==> src/rtl/mbrp_pkg.sv <==
// Shared types, codes and the byte-wide CRC-16 update for the Modbus reply parser.
// No dependencies; imported by every module of the block.
`default_nettype none

package mbrp_pkg;

  localparam int DEF_BRANCHES = 32;
  localparam int BITMAP_W     = 32;

  localparam logic [15:0] CRC_INIT = 16'hFFFF;
  localparam logic [15:0] CRC_POLY = 16'hA001;

  // Function codes handled
  localparam logic [7:0] FC_READ_COILS = 8'h02;
  localparam logic [7:0] FC_READ_HOLD  = 8'h03;
  localparam logic [7:0] FC_READ_INPUT = 8'h04;
  localparam logic [7:0] FC_WRITE_COIL = 8'h05;

  localparam logic [7:0] COIL_ON_BYTE  = 8'hFF;
  localparam logic [7:0] COIL_OFF_BYTE = 8'h00;
  localparam logic [7:0] CNT_MAX       = 8'hFF;
  localparam logic [7:0] SLAVE_RESET   = 8'h01;

  typedef enum logic [2:0] {
    KIND_SHORT       = 3'd0,
    KIND_CRC_BAD     = 3'd1,
    KIND_OTHER_ADDR  = 3'd2,
    KIND_UNHANDLED   = 3'd3,
    KIND_SWITCH      = 3'd4,
    KIND_CURRENT     = 3'd5,
    KIND_MAX_CURRENT = 3'd6
  } kind_t;

  typedef struct packed {
    kind_t      kind;
    logic [7:0] branch;
    logic       on;
    logic [7:0] reading;
  } result_t;

  // One byte through the reflected CRC-16, bit by bit
  function automatic logic [15:0] crc16_byte(input logic [15:0] crc, input logic [7:0] b);
    logic [15:0] c;
    c = crc ^ {8'h00, b};
    for (int k = 0; k < 8; k++) begin
      if (c[0]) begin
        c = (c >> 1) ^ CRC_POLY;
      end else begin
        c = c >> 1;
      end
    end
    return c;
  endfunction

endpackage

`default_nettype wire

==> src/rtl/mbrp_frame_eval.sv <==
// Frame judgement for the Modbus reply parser: CRC check, address check, function decode
// and branch bitmap update. Purely combinational; depends on mbrp_pkg.
`default_nettype none

module mbrp_frame_eval #(
  parameter int  BRANCHES = mbrp_pkg::DEF_BRANCHES,
  localparam int MapW     = (BRANCHES < 32) ? BRANCHES : 32
) (
  input  logic [15:0]       crc_calc,
  input  logic [15:0]       crc_rx,
  input  logic [5:0][7:0]   hdr,
  input  logic [7:0]        byte_cnt,   // bytes before the last one
  input  logic [7:0]        slave_addr,
  input  logic [7:0]        reply_cnt,
  input  logic [MapW-1:0]   map_cur,
  output mbrp_pkg::result_t res,
  output logic [MapW-1:0]   map_nxt,
  output logic              cnt_bump
);
  import mbrp_pkg::*;

  logic       put;
  logic [7:0] fc;

  assign fc = hdr[1];

  always_comb begin
    res      = '0;
    res.kind = KIND_SHORT;
    put      = 1'b0;
    cnt_bump = 1'b0;
    if (byte_cnt == 8'd0) begin
      res.kind = KIND_SHORT;
    end else if (crc_calc != crc_rx) begin
      res.kind = KIND_CRC_BAD;
    end else if (hdr[0] != slave_addr) begin
      res.kind = KIND_OTHER_ADDR;
    end else begin
      case (fc)
        FC_READ_COILS: begin
          if (byte_cnt >= 8'd3) begin
            res.kind   = KIND_SWITCH;
            res.branch = reply_cnt;
            res.on     = (hdr[3] != 8'h00);
            put        = 1'b1;
            cnt_bump   = (reply_cnt != CNT_MAX);
          end
        end
        FC_WRITE_COIL: begin
          if (byte_cnt < 8'd5) begin
            res.kind = KIND_SHORT;
          end else if (hdr[4] == COIL_ON_BYTE) begin
            res.kind   = KIND_SWITCH;
            res.branch = hdr[3];
            res.on     = 1'b1;
            put        = 1'b1;
          end else if (hdr[5] == COIL_OFF_BYTE) begin
            res.kind   = KIND_SWITCH;
            res.branch = hdr[3];
            put        = 1'b1;
          end else begin
            res.kind = KIND_UNHANDLED;
          end
        end
        FC_READ_HOLD, FC_READ_INPUT: begin
          if (byte_cnt >= 8'd3) begin
            res.kind    = (fc == FC_READ_HOLD) ? KIND_CURRENT : KIND_MAX_CURRENT;
            res.branch  = hdr[3];
            res.reading = hdr[3];
          end
        end
        default: begin
          res.kind = KIND_UNHANDLED;
        end
      endcase
    end
  end

  // Branches past the bitmap match no bit and leave it unchanged
  always_comb begin
    for (int i = 0; i < MapW; i++) begin
      map_nxt[i] = (put && res.branch == 8'(i)) ? res.on : map_cur[i];
    end
  end

endmodule

`default_nettype wire

==> src/rtl/modbus_reply_frame_parser.sv <==
// Top level of the Modbus RTU reply parser: input beat register, frame state and result register.
// Depends on mbrp_pkg and mbrp_frame_eval.
//
// Takes one beat per clock: a reply byte (cmd 0) or a counter restart (cmd 1). A beat passes
// an input register, then CRC update and frame judgement; the result of the frame's last byte
// is captured in the result register that drives the out_ port. Sustained rate is one
// byte per cycle, set by the combinational byte-wide CRC XOR network; the input side stalls
// only when a frame end meets a result that is still held by out_stall. port_bits carries
// the branch bitmap (BRANCHES bits, at most 32, zero above) as it stands after the frame.
`default_nettype none

module modbus_reply_frame_parser #(
  parameter int BRANCHES = mbrp_pkg::DEF_BRANCHES
) (
  input  logic        clk,
  input  logic        rst_n,
  input  logic        cfg_wr_en,
  input  logic [7:0]  cfg_wr_data,
  input  logic        in_valid,
  output logic        in_stall,
  input  logic        in_cmd,
  input  logic [7:0]  in_data_byte,
  input  logic        in_frame_end,
  output logic        out_valid,
  input  logic        out_stall,
  output logic [2:0]  out_frame_kind,
  output logic [7:0]  out_branch_index,
  output logic        out_switch_on,
  output logic [7:0]  out_reading,
  output logic [31:0] out_port_bits
);
  import mbrp_pkg::*;

  localparam int MapW = (BRANCHES < 32) ? BRANCHES : 32;

  // input beat register
  logic            in_v_r;
  logic            cmd_r;
  logic [7:0]      byte_r;
  logic            end_r;

  // frame state
  logic [7:0]      slave_r;
  logic [15:0]     crc_r,   crc_nxt;
  logic [7:0]      held0_r, held1_r;
  logic [5:0][7:0] hdr_r,   hdr_nxt;
  logic [7:0]      cnt_r;
  logic [MapW-1:0] map_r,   map_nxt;
  logic [7:0]      rcnt_r;

  // result register
  logic            out_v_r;
  result_t         res_r;
  logic [31:0]     bits_r;

  logic            adv;
  logic            is_byte;
  logic            is_end;
  logic            cnt_bump;
  result_t         res;

  assign is_byte  = in_v_r && !cmd_r;
  assign is_end   = is_byte && end_r;
  // A frame end needs the result slot; everything else always moves on
  assign adv      = in_v_r && (!is_end || !out_v_r || !out_stall);
  assign in_stall = in_v_r && !adv;

  always_comb begin
    crc_nxt = (cnt_r >= 8'd2) ? crc16_byte(crc_r, held0_r) : crc_r;
    hdr_nxt = hdr_r;
    for (int i = 0; i < 6; i++) begin
      if (cnt_r == 8'(i)) begin
        hdr_nxt[i] = byte_r;
      end
    end
  end

  mbrp_frame_eval #(
    .BRANCHES (BRANCHES)
  ) u_eval (
    .crc_calc   (crc_nxt),
    .crc_rx     ({byte_r, held1_r}),
    .hdr        (hdr_nxt),
    .byte_cnt   (cnt_r),
    .slave_addr (slave_r),
    .reply_cnt  (rcnt_r),
    .map_cur    (map_r),
    .res        (res),
    .map_nxt    (map_nxt),
    .cnt_bump   (cnt_bump)
  );

  always_ff @(posedge clk) begin
    if (!rst_n) begin
      in_v_r  <= 1'b0;
      out_v_r <= 1'b0;
      slave_r <= SLAVE_RESET;
      crc_r   <= CRC_INIT;
      held0_r <= '0;
      held1_r <= '0;
      cnt_r   <= '0;
      map_r   <= '0;
      rcnt_r  <= '0;
    end else begin
      if (cfg_wr_en) begin
        slave_r <= cfg_wr_data;
      end
      if (in_valid && !in_stall) begin
        in_v_r <= 1'b1;
      end else if (adv) begin
        in_v_r <= 1'b0;
      end
      if (adv && is_end) begin
        out_v_r <= 1'b1;
      end else if (!out_stall) begin
        out_v_r <= 1'b0;
      end
      if (adv && cmd_r) begin
        rcnt_r <= '0;
      end
      if (adv && is_byte) begin
        if (end_r) begin
          // judge, then return the frame state to reset
          crc_r   <= CRC_INIT;
          held0_r <= '0;
          held1_r <= '0;
          cnt_r   <= '0;
          map_r   <= map_nxt;
          if (cnt_bump) begin
            rcnt_r <= rcnt_r + 8'd1;
          end
        end else begin
          crc_r   <= crc_nxt;
          held0_r <= held1_r;
          held1_r <= byte_r;
          if (cnt_r != CNT_MAX) begin
            cnt_r <= cnt_r + 8'd1;
          end
        end
      end
    end
  end

  always_ff @(posedge clk) begin
    if (in_valid && !in_stall) begin
      cmd_r  <= in_cmd;
      byte_r <= in_data_byte;
      end_r  <= in_frame_end;
    end
    if (adv && is_byte) begin
      hdr_r <= hdr_nxt;
    end
    if (adv && is_end) begin
      res_r  <= res;
      bits_r <= 32'(map_nxt);
    end
  end

  assign out_valid        = out_v_r;
  assign out_frame_kind   = res_r.kind;
  assign out_branch_index = res_r.branch;
  assign out_switch_on    = res_r.on;
  assign out_reading      = res_r.reading;
  assign out_port_bits    = bits_r;

endmodule

`default_nettype wire

==> config.mk <==
export PLATFORM = sky130hd
export DESIGN_NAME = modbus_reply_frame_parser
export DESIGN_NICKNAME = d
export VERILOG_FILES = /design/src/rtl/mbrp_pkg.sv /design/src/rtl/mbrp_frame_eval.sv /design/src/rtl/modbus_reply_frame_parser.sv
export SDC_FILE = /design/constraint.sdc
export NUM_CORES = 1
export LEC_CHECK = 0
export ABC_AREA = 1
export CORE_MARGIN = 1.5
export CORE_UTILIZATION = 33
export CTS_CLUSTER_SIZE = 16
export DETAILED_ROUTE_END_ITERATION = 8
export DONT_BUFFER_PORTS = 1
export GPL_TIMING_DRIVEN = 0
export PLACE_DENSITY = 0.54
export SYNTH_ARGS = -nofsm -noshare
export SYNTH_HDL_FRONTEND = slang
export SYNTH_SLANG_ARGS = --single-unit
==> constraint.sdc <==
create_clock -name clk -period 9 [get_ports clk]
set_clock_uncertainty 0.15 [all_clocks]
set_input_delay 1.35 -clock clk [delete_from_list [all_inputs] [get_ports clk]]
set_output_delay 1.35 -clock clk [all_outputs]
set_load 0.01 [all_outputs]
==> impl_metrics.json <==
{
  "ys_types": 43,
  "numCtsBuffers": 17,
  "maxSlewHeadroom_pct": 43.72,
  "die_x_um": 177.1,
  "critPathLaunchType": "flop",
  "holdBufCountCts": 0,
  "yosysTopAreaCell": "edfxtp_1",
  "synth_edf_count": 102,
  "gr-total-overflow": 0,
  "hold_violations": 0,
  "clk_latency_ns": 0.45,
  "crit_fanout": 10,
  "rows": 63,
  "ios": 77,
  "worstMarginPinSlew_ns": 0.8411,
  "synth_warnings": 0,
  "place_inst": 1680,
  "crit_path_end_kind": "flop",
  "cpPeakStageDelay_ns": 0.33,
  "vias": 8346,
  "layout.cells.non_filler": 1712,
  "globalplace.congestion": 0.8791,
  "vias_per_cell": 4.875,
  "avgSynthCellArea_um2": 7.764,
  "min_period_ns": 3.793,
  "netlist_area_um2": 10000,
  "drive_above_1_share_pct": 10.89,
  "p_leak_nw": 4.510,
  "path_cells": "inv_1 -> ha_1 -> inv_1 -> nor2_1 -> nand2_2 -> buf_2 -> o21ai_0 -> xor2_1 -> nor2_1 -> nand2_1 -> nor2_1 -> buf_4 -> nand2_1 -> inv_2 -> nand4_2 -> nor2_2 -> nand3_1 -> nand2_1 -> nand2_1",
  "grt_pass1_vias": 7810,
  "dieHeight_um": 177.1,
  "clock-sinks": 192,
  "crit_top_cell": "nand2_1",
  "syn_inst": 1288,
  "final_common_cell": "nand2_1",
  "maxCapViolations": 0,
  "avgRoutedWirePerCell_um": 15.34,
  "syn-num-nets": 1316,
  "final_cell_area_um2": 11100,
  "slew_violations": 0,
  "synth.yosys.seq_area_share_pct": 48.65,
  "clkSlewWorstSetupHoldPaths_ns": 0.08,
  "post_cts_resize_count": 0,
  "status": "completed",
  "rsz0062_at_grt": "no",
  "h-tree-depth": 4,
  "hpwlAfterDp_um": 19540,
  "cp.required_ns": 9.03,
  "setup_viol": 0,
  "io_buffers": 0,
  "grt_max_degree": 44,
  "grt_antenna_before_repair": 0,
  "place_ws_ns": 5.073,
  "initial_utilization_pct": 33.65,
  "postCtsSetupBuffers": 0,
  "synthArstFlopShare_pct": 0,
  "ir_drop_uv": 119.2,
  "grt.total_usage_pct": 17.41,
  "hold_path.class": "reg2reg",
  "synth-seq-cells": 192,
  "fmax_ghz": 0.2637,
  "routed_wl_um": 26270,
  "slowest_stage": "dfxtp_1",
  "ys.flop_type": "edfxtp_1",
  "nets": 1337,
  "fillerInstances": 3056,
  "p_per_area_nw_per_um2": 166.1,
  "clock_path_buffers": 2,
  "ant_nets": 0,
  "critPathKind": "reg2reg",
  "dr.pass1.iters": 6,
  "period_share_pct": 42.14,
  "drcViolationCount": 0,
  "drtIter0Drc": 560,
  "tns_ns": 0,
  "power_mw": 1.844,
  "grt_pass1_wl_um": 41900,
  "critPathArrivalTime_ns": 3.82,
  "setup_ws_ns": 5.207,
  "area_growth_pct": 11.04,
  "synth.area.top_cells": "edfxtp_1 31%, dfxtp_1 18%, nand2_1 17%",
  "layout_common_cells": "457 x nand2_1, 115 x inv_1, 108 x nand3_1",
  "postPlaceCellArea_um2": 10530,
  "cts_tree": "built",
  "cts_root_buffer": "clkbuf_16",
  "antenna_cells": 0,
  "dieArea_um2": 31360,
  "core_area_um2": 29720,
  "synth_top_area_share_pct": 30.63
}
## critical path: cells and delay by family (launching register included)
family / cells / cell delay, ns
compound gates: 1 / 0.33
fa+ha+maj: 1 / 0.24
flops: 1 / 0.33
simple gates: 11 / 1.58
xor+xnor: 1 / 0.12
buf+inv: 5 / 0.77
## path summary, 6_finish.rpt
check             depth (start not counted)  slack (ns)      start           endpoint
setup / recovery                         19        5.21   cnt_r[0]  out_port_bits[23]
hold / removal                            2        0.30  map_r[31]          map_r[31]
setup reg to reg                         19        5.21   cnt_r[0]  out_port_bits[23]
hold reg to reg                           2        0.30  map_r[31]          map_r[31]
## report_power, final
group          switching (mW)  internal (mW)  total [mW]
Sequential             0.0185          0.941       0.959
Combinational          0.0979         0.0389       0.137
Clock                   0.380          0.369       0.748
## registers in the layout, summed over array words and instances, names as in the netlist, 16 cells and up
register,count
out_port_bits,32
map_r,32
hdr_r,40
crc_r,16
## per-layer routing
| layer | vias to the layer above | wire (µm) | global-route usage [%] | part of all wire (%) |
|---|---|---|---|---|
| li1 | 4280 | - | - | - |
| met2 | 202 | 12320 | 28.86 | 47 |
| met1 | 3838 | 12420 | 22.98 | 47 |
| met3 | 26 | 1110 | 3.179 | 4.2 |
| met4 | 0 | 417 | 5.191 | 1.6 |
| met5 | - | 0 | 0 | 0 |
## kinds of logic (layout without fill, tap and decap cells)
family          count (synthesis)  count (layout)  share of synthesized area [%]
compound gates                147             147                          8.121
simple gates                  751             751                          33.97
fa+ha+maj                       5               5                         0.6256
flops                         192             192                          48.65
xor+xnor                       13              13                          1.139
buf+inv                       180             214                          7.495
## cells in the mapped netlist (17+ instances only)
cell type  number
nand2_2        17
nor2_2         25
edfxtp_1      102
nand3_1       108
a21oi_1        50
nand2_1       457
clkbuf_1       17
nor2_1         71
o21ai_0        61
nand4_1        36
dfxtp_1        90
inv_1         116
## stage by stage
stage          hold WS [ns]  utilization (%)
2_1_floorplan        0.2704                -
3_3_place_gp         0.2830            35.29
3_5_place_dp         0.2911            35.43
4_1_cts              0.3073            37.36
5_1_grt              0.3234            37.36
6_report             0.3043            37.36
## cell type report
class | instances | area (µm²) | area share, %
Sequential cell | 192 | 4865 | 43.81
Multi-Input combinational cell | 916 | 4385 | 39.50
Inverter | 132 | 496.7 | 4.474
Tap cell | 390 | 488.0 | 4.395
Clock buffer | 17 | 425.4 | 3.831
Buffer | 48 | 254.0 | 2.288
Clock inverter | 15 | 148.9 | 1.341
Timing Repair Buffer | 2 | 40.04 | 0.3606
No activity file was read; power rests on OpenSTA's default activity.
